===== config.mk =====
export PLATFORM = sky130hd
export DESIGN_NAME = ordered_list_engine
export DESIGN_NICKNAME = d
export VERILOG_FILES = /design/src/sv/ole_pkg.sv /design/src/sv/ole_cell.sv /design/src/sv/ole_ctrl.sv /design/src/sv/ordered_list_engine.sv
export SDC_FILE = /design/constraint.sdc
export NUM_CORES = 2
export LEC_CHECK = 0
export BUFFER_PORTS_ARGS = -buffer_cell sky130_fd_sc_hd__clkbuf_2
export CORE_MARGIN = 5
export CORE_UTILIZATION = 41
export DETAILED_ROUTE_END_ITERATION = 16
export PLACE_DENSITY_LB_ADDON = 0.15
export SYNTH_ARGS = -nofsm -noshare
export SYNTH_HDL_FRONTEND = slang
export SYNTH_SLANG_ARGS = --single-unit

===== constraint.sdc =====
create_clock -name clk_i -period 13.1 [get_ports clk_i]
set_clock_uncertainty 0.2 [all_clocks]
set_input_delay 0 -clock clk_i [delete_from_list [all_inputs] [get_ports clk_i]]
set_output_delay 0 -clock clk_i [all_outputs]
set_load 0.05 [all_outputs]

===== src/sv/ole_pkg.sv =====
// types and codes of the ordered list engine
// no dependencies; used by every module of the block
`timescale 1ns / 1ps

package ole_pkg;

  localparam int unsigned VALUE_W = 32;
  localparam int unsigned POS_W   = 9;   // holds any position or length up to 256

  typedef enum logic [2:0] {
    FUNC_SEARCH    = 3'd0,
    FUNC_INS_FRONT = 3'd1,
    FUNC_INS_END   = 3'd2,
    FUNC_DEL_FRONT = 3'd3,
    FUNC_DEL_END   = 3'd4,
    FUNC_INS_AT    = 3'd5,
    FUNC_DEL_AT    = 3'd6,
    FUNC_UPDATE_AT = 3'd7
  } func_e;

  typedef enum logic [1:0] {
    ST_OK     = 2'd0,
    ST_EMPTY  = 2'd1,
    ST_BADIDX = 2'd2,
    ST_FULL   = 2'd3
  } status_e;

  typedef enum logic [1:0] {
    OP_HOLD   = 2'd0,
    OP_INSERT = 2'd1,
    OP_DELETE = 2'd2,
    OP_WRITE  = 2'd3
  } cell_op_e;

  // command broadcast to every cell of the row
  typedef struct packed {
    cell_op_e           op;
    logic [POS_W-1:0]   pos;
    logic [POS_W-1:0]   len;
    logic [VALUE_W-1:0] value;
  } cell_cmd_t;

endpackage


===== src/sv/ole_cell.sv =====
// one storage cell of the ordered list row
// depends on ole_pkg for the command struct
`timescale 1ns / 1ps

module ole_cell #(
  parameter int unsigned IDX = 0
) (
  input  logic                        clk_i,
  input  ole_pkg::cell_cmd_t          cmd_i,
  input  logic [ole_pkg::VALUE_W-1:0] left_i,
  input  logic [ole_pkg::VALUE_W-1:0] right_i,
  output logic [ole_pkg::VALUE_W-1:0] data_o,
  output logic                        match_o
);

  logic [ole_pkg::VALUE_W-1:0] data_q, data_d;
  logic [ole_pkg::POS_W-1:0]   my_pos;

  assign my_pos = ole_pkg::POS_W'(IDX);

  always_comb begin
    data_d = data_q;
    unique case (cmd_i.op)
      ole_pkg::OP_INSERT: begin
        if (my_pos > cmd_i.pos) begin
          data_d = left_i;
        end else if (my_pos == cmd_i.pos) begin
          data_d = cmd_i.value;
        end
      end
      ole_pkg::OP_DELETE: begin
        if (my_pos >= cmd_i.pos) begin
          data_d = right_i;
        end
      end
      ole_pkg::OP_WRITE: begin
        if (my_pos == cmd_i.pos) begin
          data_d = cmd_i.value;
        end
      end
      ole_pkg::OP_HOLD: begin
        data_d = data_q;
      end
    endcase
  end

  always_ff @(posedge clk_i) begin
    data_q <= data_d;
  end

  // only held entries take part in a search
  assign match_o = (data_q == cmd_i.value) && (my_pos < cmd_i.len);
  assign data_o  = data_q;

endmodule


===== src/sv/ole_ctrl.sv =====
// request decode and length register of the ordered list engine
// depends on ole_pkg for codes and the cell command struct
`timescale 1ns / 1ps

module ole_ctrl #(
  parameter int unsigned CAPACITY = 16
) (
  input  logic                        clk_i,
  input  logic                        rst_ni,
  input  logic                        accept_i,
  input  logic [2:0]                  func_i,
  input  logic [7:0]                  index_i,
  input  logic [ole_pkg::VALUE_W-1:0] value_i,
  output ole_pkg::cell_cmd_t          cmd_o,
  output ole_pkg::status_e            status_o,
  output logic                        search_o,
  output logic [ole_pkg::POS_W-1:0]   count_o
);

  localparam int unsigned LEN_W = $clog2(CAPACITY + 1);

  logic [LEN_W-1:0]          len_q, len_d;
  logic [ole_pkg::POS_W-1:0] len9, idx9, pos;
  logic                      full, empty, idx_ok;
  ole_pkg::cell_op_e         op;

  assign len9   = ole_pkg::POS_W'(len_q);
  assign idx9   = ole_pkg::POS_W'(index_i);
  assign full   = (len9 == ole_pkg::POS_W'(CAPACITY));
  assign empty  = (len_q == '0);
  assign idx_ok = (idx9 < len9);

  always_comb begin
    op       = ole_pkg::OP_HOLD;
    pos      = '0;
    status_o = ole_pkg::ST_OK;
    unique case (ole_pkg::func_e'(func_i))
      ole_pkg::FUNC_SEARCH: begin
        op = ole_pkg::OP_HOLD;
      end
      ole_pkg::FUNC_INS_FRONT: begin
        if (full) status_o = ole_pkg::ST_FULL;
        else op = ole_pkg::OP_INSERT;
      end
      ole_pkg::FUNC_INS_END: begin
        pos = len9;
        if (full) status_o = ole_pkg::ST_FULL;
        else op = ole_pkg::OP_INSERT;
      end
      ole_pkg::FUNC_INS_AT: begin
        // an index past the end appends
        pos = idx_ok ? idx9 : len9;
        if (full) status_o = ole_pkg::ST_FULL;
        else op = ole_pkg::OP_INSERT;
      end
      ole_pkg::FUNC_DEL_FRONT: begin
        if (empty) status_o = ole_pkg::ST_EMPTY;
        else op = ole_pkg::OP_DELETE;
      end
      ole_pkg::FUNC_DEL_END: begin
        pos = len9 - ole_pkg::POS_W'(1);
        if (empty) status_o = ole_pkg::ST_EMPTY;
        else op = ole_pkg::OP_DELETE;
      end
      ole_pkg::FUNC_DEL_AT: begin
        pos = idx9;
        if (empty) status_o = ole_pkg::ST_EMPTY;
        else if (!idx_ok) status_o = ole_pkg::ST_BADIDX;
        else op = ole_pkg::OP_DELETE;
      end
      ole_pkg::FUNC_UPDATE_AT: begin
        pos = idx9;
        if (!idx_ok) status_o = ole_pkg::ST_BADIDX;
        else op = ole_pkg::OP_WRITE;
      end
    endcase
  end

  always_comb begin
    len_d = len_q;
    if (op == ole_pkg::OP_INSERT) begin
      len_d = len_q + LEN_W'(1);
    end else if (op == ole_pkg::OP_DELETE) begin
      len_d = len_q - LEN_W'(1);
    end
  end

  always_ff @(posedge clk_i or negedge rst_ni) begin
    if (!rst_ni) begin
      len_q <= '0;
    end else if (accept_i) begin
      len_q <= len_d;
    end
  end

  assign cmd_o.op    = accept_i ? op : ole_pkg::OP_HOLD;
  assign cmd_o.pos   = pos;
  assign cmd_o.len   = len9;
  assign cmd_o.value = value_i;
  assign search_o    = (ole_pkg::func_e'(func_i) == ole_pkg::FUNC_SEARCH);
  assign count_o     = ole_pkg::POS_W'(len_d);

endmodule


===== src/sv/ordered_list_engine.sv =====
// ordered list engine top level: decode, row of cells, result pipeline
// depends on ole_pkg, ole_ctrl and ole_cell
`timescale 1ns / 1ps

// usage
//   input channel: in_valid_i with func_i, index_i, value_i; in_stall_o
//   pushes back. a transaction is taken on a rising edge with valid high
//   and stall low. output channel: out_valid_o with status_o, found_o,
//   count_o; the receiver holds out_stall_i high to keep the result.
//   every request gives exactly one result, in request order.
// timing
//   the row of CAPACITY cells shifts, writes or compares all entries in
//   the edge that takes the request, so one request a cycle is taken
//   while in_stall_o is low. after acceptance the middle stage holds the
//   per-cell match bits, then the output register holds the or-reduced
//   found flag with status and count.
// reset
//   rst_ni clears the entry count and both result stages; cell contents
//   are left as they are and are never read before written.
// stall
//   a stalled result stays on the outputs; the middle stage still takes
//   one more request, then in_stall_o rises until the output drains.

module ordered_list_engine #(
  parameter int unsigned CAPACITY = 16
) (
  input  logic                        clk_i,
  input  logic                        rst_ni,
  // request channel
  input  logic                        in_valid_i,
  output logic                        in_stall_o,
  input  logic [2:0]                  func_i,
  input  logic [7:0]                  index_i,
  input  logic signed [31:0]          value_i,
  // result channel
  output logic                        out_valid_o,
  input  logic                        out_stall_i,
  output logic [1:0]                  status_o,
  output logic                        found_o,
  output logic [8:0]                  count_o
);

  ole_pkg::cell_cmd_t          cmd;
  ole_pkg::status_e            req_status;
  logic                        req_search;
  logic [ole_pkg::POS_W-1:0]   req_count;
  logic                        accept;

  // row of cells, front entry in cell 0
  logic [ole_pkg::VALUE_W-1:0] cell_data [CAPACITY];
  logic [CAPACITY-1:0]         cell_match;

  // middle stage: match bits waiting for reduction
  logic                        a_valid_q, a_valid_d;
  logic [CAPACITY-1:0]         a_match_q;
  ole_pkg::status_e            a_status_q;
  logic [ole_pkg::POS_W-1:0]   a_count_q;
  logic                        a_load, b_load;

  // output stage
  logic                        out_valid_q, out_valid_d;
  logic [1:0]                  status_q;
  logic                        found_q;
  logic [8:0]                  count_q;

  assign accept = in_valid_i && !in_stall_o;

  ole_ctrl #(
    .CAPACITY (CAPACITY)
  ) u_ctrl (
    .clk_i    (clk_i),
    .rst_ni   (rst_ni),
    .accept_i (accept),
    .func_i   (func_i),
    .index_i  (index_i),
    .value_i  (value_i),
    .cmd_o    (cmd),
    .status_o (req_status),
    .search_o (req_search),
    .count_o  (req_count)
  );

  for (genvar k = 0; k < CAPACITY; k++) begin : g_cell
    logic [ole_pkg::VALUE_W-1:0] left_data, right_data;

    // the front cell never shifts from its left; the last never from its right
    if (k == 0) begin : g_front
      assign left_data = cmd.value;
    end else begin : g_inner_l
      assign left_data = cell_data[k-1];
    end
    if (k == CAPACITY - 1) begin : g_back
      assign right_data = cell_data[k];
    end else begin : g_inner_r
      assign right_data = cell_data[k+1];
    end

    ole_cell #(
      .IDX (k)
    ) u_cell (
      .clk_i   (clk_i),
      .cmd_i   (cmd),
      .left_i  (left_data),
      .right_i (right_data),
      .data_o  (cell_data[k]),
      .match_o (cell_match[k])
    );
  end

  // pipeline control: out_stall_i reaches in_stall_o combinationally through b_load
  assign b_load      = a_valid_q && (!out_valid_q || !out_stall_i);
  assign a_load      = accept;
  assign in_stall_o  = a_valid_q && !b_load;
  assign a_valid_d   = a_load || (a_valid_q && !b_load);
  assign out_valid_d = b_load || (out_valid_q && out_stall_i);

  always_ff @(posedge clk_i or negedge rst_ni) begin
    if (!rst_ni) begin
      a_valid_q   <= 1'b0;
      out_valid_q <= 1'b0;
    end else begin
      a_valid_q   <= a_valid_d;
      out_valid_q <= out_valid_d;
    end
  end

  // match bits only count for a search
  always_ff @(posedge clk_i) begin
    if (a_load) begin
      a_match_q  <= req_search ? cell_match : '0;
      a_status_q <= req_status;
      a_count_q  <= req_count;
    end
  end

  always_ff @(posedge clk_i) begin
    if (b_load) begin
      status_q <= a_status_q;
      found_q  <= |a_match_q;
      count_q  <= a_count_q;
    end
  end

  assign out_valid_o = out_valid_q;
  assign status_o    = status_q;
  assign found_o     = found_q;
  assign count_o     = count_q;

endmodule


== Word level (Yosys, flattened, before mapping) ==
Cells that the tools add are included.

* Bits in registers: 550
* Bits of input ports: 47
* Output and inout port bits: 14
* Logic and storage cells: 266

* Add/subtract/negate cells: 3
* $lt $le $gt $ge: 48
* Equal/unequal tests: 59
* Muxes and demuxes: 79
* Bitwise operators: 1
* Reductions and logical operators: 51

{| class="wikitable"
|+ Operators with widths
! kind !! count
|-
| two-way mux 32 bit || 47
|-
| one-hot mux 32 bit (3 select lines) || 15
|-
| == test 32 bit || 16
|-
| == test 4 x 9 -> 1 bit (first input constant) || 8
|-
| greater-than comparator 4 x 9 -> 1 bit (first input constant) || 8
|-
| one-hot mux 32 bit (2 select lines) || 1
|-
| greater-or-equal comparator 4 x 9 -> 1 bit (first input constant) || 7
|-
| less-than comparator 4 x 5 -> 1 bit (first input constant) || 8
|-
| == test 3 x 9 -> 1 bit (first input constant) || 4
|-
| greater-or-equal comparator 3 x 9 -> 1 bit (first input constant) || 4
|-
| greater-than comparator 3 x 9 -> 1 bit (first input constant) || 4
|-
| one-hot mux 9 bit (4 select lines) || 1
|-
| != test 2 x 1 -> 1 bit (second input constant) || 15
|-
| AND reduction 2 bit || 15
|-
| logical AND 1 bit || 20
|-
| less-than comparator 3 x 5 -> 1 bit (first input constant) || 4
|-
| == test 2 x 9 -> 1 bit (first input constant) || 2
|-
| greater-or-equal comparator 1 x 9 -> 1 bit (first input constant) || 2
|-
| greater-or-equal comparator 2 x 9 -> 1 bit (first input constant) || 2
|-
| greater-than comparator 1 x 9 -> 1 bit (first input constant) || 2
|-
| greater-than comparator 2 x 9 -> 1 bit (first input constant) || 2
|-
| two-way mux 2 bit || 8
|-
| OR reduction 16 bit || 1
|-
| == test 3 bit (second input constant) || 4
|-
| other kinds (26) || 41
|}

== Longest topological paths before layout ==
* Depth after elaboration: 11
* Gate-level depth with buffers: 17
* Gate-level depth less buffers: 10

== By module ==
From an unflattened synthesis, not the netlist that was laid out.

* Cells, all modules: 3510
* Area total of the unflattened synthesis: 39485.4 µm²

{| class="wikitable"
|+ Modules (own cells, without submodules)
! module !! times used !! cells each !! area each (µm²) !! sequential area each (µm²)
|-
| ole_cell (g_cell[13].u_cell) || 1 || 228 || 2519.9 || 960.9
|-
| ole_cell (g_cell[15].u_cell) || 1 || 195 || 2376.0 || 960.9
|-
| ole_cell (g_cell[10].u_cell) || 1 || 197 || 2374.8 || 960.9
|-
| ole_cell (g_cell[6].u_cell) || 1 || 199 || 2359.8 || 960.9
|-
| ole_cell (g_cell[1].u_cell) || 1 || 195 || 2346.0 || 960.9
|-
| ole_cell (g_cell[9].u_cell) || 1 || 198 || 2343.5 || 960.9
|-
| ole_cell (g_cell[12].u_cell) || 1 || 198 || 2342.2 || 960.9
|-
| ole_cell (g_cell[14].u_cell) || 1 || 196 || 2334.7 || 960.9
|-
| ole_cell (g_cell[11].u_cell) || 1 || 228 || 2318.5 || 960.9
|-
| ole_cell (g_cell[5].u_cell) || 1 || 197 || 2235.9 || 960.9
|-
| ole_cell (g_cell[2].u_cell) || 1 || 198 || 2234.6 || 960.9
|-
| ole_cell (g_cell[7].u_cell) || 1 || 195 || 2224.6 || 960.9
|-
| ole_cell (g_cell[8].u_cell) || 1 || 196 || 2213.4 || 960.9
|-
| ole_cell (g_cell[4].u_cell) || 1 || 198 || 2199.6 || 960.9
|-
| +4 rows || n/a || n/a || n/a || n/a
|}

== Least setup slack after synthesis ==
Ideal clock, no wire load.

* Path type: reg-to-reg
* Start point: reg u_ctrl.len_q[1]
* End point: reg g_cell[9].u_cell.data_q (netlist bit g_cell[9].u_cell.data_o[0]) (enable)
* Setup time: 0.441 ns
* Arrival time: 5.608 ns
* Required time: 12.459 ns
* Slack: 6.851 ns
* Cell stages (with the launch flop): 13
* Path buffers: 2
* Period minus slack after synthesis: 6.249 ns
* Cells stage by stage: dfrtp_1 buf_1 inv_1 ha_1 o211ai_1 o211ai_2 a21oi_1 a21oi_1 a2bb2oi_1 nor2_1 nor2_1 clkbuf_1 a31oi_1

* Cells in the longest elaborated chain, start to end: 8
* Elaborated cells on any way between the ends: 19
* Those cells by class: 1 x add/sub; 2 x order compare; 3 x eq/ne; 9 x mux; 1 x bitwise; 3 x reduce/logical

{| class="wikitable"
|+ Ends and longest elaborated chain
! item !! line !! RTL
|-
| start, declared || ole_ctrl.sv:22 || <nowiki>logic [LEN_W-1:0] len_q, len_d;</nowiki>
|-
| start signal, assigned || ole_ctrl.sv:92 || <nowiki>len_q <= len_d;</nowiki>
|-
| branches (longest 7 deep; another with greater-or-equal comparator 4 x 9 -> 1 bit) || n/a ||
|-
| AND reduction 2 bit (no line) * || n/a ||
|-
| end signal, assigned || ole_cell.sv:48 || <nowiki>data_q <= data_d;</nowiki>
|-
| end, declared || ole_cell.sv:16 || <nowiki>logic [ole_pkg::VALUE_W-1:0] data_q, data_d;</nowiki>
|}

Mark *: on every way between the ends.
A chain may end at the register's enable or synchronous reset.

== Final worst setup path ==
* Start point: reg u_ctrl.len_q[4]
* End point: reg g_cell[1].u_cell.data_q (netlist bit g_cell[1].u_cell.data_o[25]), data pin

* Cells in the longest elaborated chain, start to end: 7
* Elaborated cells on any way between the ends: 21
* Those cells by class: 1 x add/sub; 2 x order compare; 5 x eq/ne; 12 x mux; 1 x reduce/logical

{| class="wikitable"
|+ Ends and longest elaborated chain
! item !! line !! RTL
|-
| branches (longest 6 deep; another with greater-than comparator 1 x 9 -> 1 bit) || n/a ||
|-
| one-hot mux 32 bit (3 select lines) * || ole_cell.sv:23 || <nowiki>unique case (cmd_i.op)</nowiki>
|-
| net g_cell[1].u_cell.data_d, one bit || ole_cell.sv:16 ||
|-
| end signal, assigned || ole_cell.sv:48 ||
|-
| end, declared || ole_cell.sv:16 ||
|}

Mark *: on every way through the listed nets, which the timed path passes.

==> summary.md <==
| Metric | Value |
|---|---|
| Worst Path Buf+Inv | 3 |
| Setup TNS | 0 ns |
| Via density | approximately 6.7 |
| Slew of the pin with the lowest slew margin | 1.28 ns |
| Fraction of layout cells with a size suffix above 1 | 0.0913 |
| Number of flops mapped to enable cells by yosys | approximately 540 |
| Synth Register Bits | 550 |
| Fraction of registers with async set/reset | 0.0127 |
| Req. time, crit path | roughly 13 ns |
| Core footprint | around 90000 um^2 |
| Synthesized area per cell | 10.5 um^2 |
| Skew-Pair Late Insertion Delay | around 0.63 ns |
| Ys flop type | edfxtp_1 |
| RSZ-0062 raised after global routing | no |
| Die W | 311 um |
| Final antenna-violating net count | 0 |
| Worst hold path endpoint | g_cell[7].u_cell.data_o[22] |
| Crit path capture type | flip-flop |
| Max cap viols | 0 |
| 1st-pass router iterations | 7 |
| Setup crit start kind | flip-flop |
| Clk buf depth | 3 |
| Crit Reg-Reg Startpoint | u_ctrl.len_q[4] |
| Delay-heaviest family, CP | simple AND/OR/NAND/NOR gates |
| Hold Crit Class | input pin to flip-flop |
| Reg-to-reg critical path endpoint | g_cell[1].u_cell.data_o[25] |
| Setup-failing EPs final | 0 |
| Total GRT Usage | 0.302 |
| Clock Tree Root | clkbuf_16 |
| Yosys warns | 0 |
| Worst Hold Depth | 4 |
| Row count | 110 |
| Overall Power | ~7 mW |
| Dpl hpwl | about 100000 um |
| Starting density of the core | 0.412 |
| R2R depth | 12 |
| Global route total overflow | 0 |
| Minimum clock period | 6.31 ns |
| Clock transition at path regs | 0.06 ns |
| Die area | between 90000 and 100000 um^2 |
| Relative slew margins | 0.144 |
| Placed cell area | roughly 38000 um^2 |
| Worst-path maximum fanout | about 160 |
| Pin count of the biggest net entering global routing | around 160 |
| Final hold vios | 0 |
| Slew Viols, Final | 0 |
| Peak supply drop | around 0.19 mV |
| DRT iter0 DRCs | roughly 3800 |
| CTS tree | built |
| Hold_sp | value_i[22] |
| Die Y | around 310 um |
| Clock Sinks | 550 |
| I/O pin count | 61 |
| Buffers added on ports | between 50 and 60 |
| Crit path kind | flip-flop to flip-flop |
| Post-Syn Instances | 3537 |
| Period utilisation layout | 0.482 |
| Critical Path, Cell by Cell | inv_1 > ha_1 > nor4_4 > nand2b_1 > a31oi_1 > a21oi_1 > or2_1 > nor2_4 > buf_12 > buf_4 > or2_2 > o21ai_0 |
| Yosys cell types | 82 |
| Layout Nets | between 3000 and 4000 |
| DRT Wirelength | 153000 um |
| Critical-path top delay cell | dfrtp_1 |
| Post-synthesis sequential area ratio | 0.445 |
| Initial antenna violation count | 4 |
| CP arrival | between 6 and 7 ns |
| Finished Cell Area | between 40000 and 50000 um^2 |
| Leak | between 10 and 15 nW |
| Vias in the first global route | 30228 |
| Area delta synth->final | 10.0% |
| First-pass GRT wire length | between 200000 and 250000 um |
| Max stage delay on crit path | between 0.8 and 0.9 ns |
| Vias | between 30000 and 40000 |
| H-tree Lvls | 3 |
| Top achievable clock speed | between 0.15 and 0.2 GHz |
| Outcome | complete, no violations |
| Per-cell routed wire length | between 30 and 40 um |
| R2r setup slk | about 6.8 ns |
| Pwr Density | between 150 and 200 nW/um^2 |
| GPL Wtd Cong | approximately 0.95 |
| CTS Buf Count | 69 |
| Diodes inserted | 0 |
| Cell Area, Synth | about 37000 um^2 |
| Remaining DRCs | 0 |
synthesized netlist by cell type, drive strengths merged (5+ instances only):
cell	instances	area, um^2
nand2	197	747
a31oi	11	68.8
nor4	79	528
clkbuf	234	881
xor2	229	2010
a22oi	353	2650
nand3	26	140
nor3	36	272
nor2	57	226
buf	122	651
a21oi	91	455
inv	106	398
o221ai	98	865
o21ai	402	2020
and3	5	31.3
xnor2	293	2570
mux2i	480	4800
or2	9	58.8
edfxtp	543	16300
ha	8	100
dfrtp	7	175
nand4	88	551
worst reg2reg max path, cell delays in order, from the launching register on:
cell and delay, ns:
dfrtp_1 0.82, inv_1 0.27, ha_1 0.30, nor4_4 0.37
nand2b_1 0.27, a31oi_1 0.23, a21oi_1 0.07, or2_1 0.36
nor2_4 0.72, buf_12 0.57, buf_4 0.86, or2_2 0.72
o21ai_0 0.24
cells by family (layout without fill, tap and decap cells):
group           count (synthesis)  in the layout  synth area share
compound gates                996            996             0.174
xor+xnor                      522            522             0.123
fa+ha+maj                       8              8           0.00270
buf+inv                       463            407            0.0522
flops                         550            550             0.445
mux                           480            480             0.130
other cells                     1              4          0.000101
simple gates                  517            517            0.0729
power breakdown:
part | total (mW) | switching (mW) | internal, mW
combinational | 2.27 | 1.47 | 0.800
sequential | 2.96 | 0.514 | 2.45
clock | 1.90 | 0.817 | 1.09
final cells by class:
class                   count  area, um^2
clock buffers              83        1810
well taps                1176        1470
clock inverters            41         350
repair buffers            176        1280
flip-flops and latches    550       16500
inverters                 107         402
multi-input cells        2527       19000
fillers                  8372       49100
repair_timing:
action / in CTS / in global routing
hold endpoints to repair: 143 / 0
buffers inserted: 0 / 0
resized for setup: 0 / 0
hold buffers: 27 / 0
metrics by stage:
step,hold WS [ns],std cells,setup WS (ns),utilization
floorplan,-0.496,3540,6.85,-
global placement,-0.321,4508,7.13,0.426
detailed placement,-0.314,4508,6.95,0.426
CTS,0.00152,4659,6.93,0.453
global route,0.0258,4660,6.48,0.454
finish,0.0349,4660,6.79,0.454
flip-flops by register name, indices dropped and copies added, names as in the netlist:
name / count
a_count_q: 5
u_ctrl.len_q: 5
g_cell.u_cell.data_o: 512
status_o: 2
found_o: 1
a_status_q: 2
count_o: 5
a_match_q: 16
a_valid_q: 1
out_valid_o: 1
worst max-delay path by stage:
stage	start	to	slack (ns)	cells after the start
floorplan	u_ctrl.len_q[1]	g_cell[9].u_cell.data_o[0]	6.85	12
global placement	u_ctrl.len_q[4]	g_cell[1].u_cell.data_o[2]	7.13	12
detailed placement	u_ctrl.len_q[4]	g_cell[1].u_cell.data_o[12]	6.95	12
CTS	u_ctrl.len_q[4]	g_cell[1].u_cell.data_o[12]	6.93	12
global route	u_ctrl.len_q[4]	g_cell[1].u_cell.data_o[23]	6.48	12
finish	u_ctrl.len_q[4]	g_cell[1].u_cell.data_o[25]	6.79	12
metal layers:
layer	GRT usage	wire length [um]	vias to the layer above
li1	-	-	13134
met1	0.402	60900	15454
met2	0.472	68900	1984
met3	0.0548	13900	433
met4	0.160	9670	0
met5	0	0	-
cell usage in the layout (no fill, tap or decap), drive strengths merged, types with 3 or more instances in the layout:
master	netlist	final
o31ai	3	3
nand2b	3	3
a31oi	11	11
a21oi	91	91
o211ai	3	3
inv	106	107
dfrtp	7	7
nor4	79	79
clkbuf	234	139
xor2	229	229
bufinv	0	5
clkinv	1	34
a2111oi	4	4
a22oi	353	353
a31o	4	4
and3	5	5
or2	9	9
nand2	197	197
o221ai	98	98
conb	1	4
buf	122	93
ha	8	8
xnor2	293	293
a211oi	3	3
nor3	36	36
nor2b	3	3
a221oi	3	3
edfxtp	543	543
dlygate4sd3	0	27
nand3	26	26
mux2i	480	480
and2	3	3
o21ai	402	402
or4	3	3
nand4	88	88
or3	3	3
nor2	57	57
No activity file was read; power rests on OpenSTA's default activity.
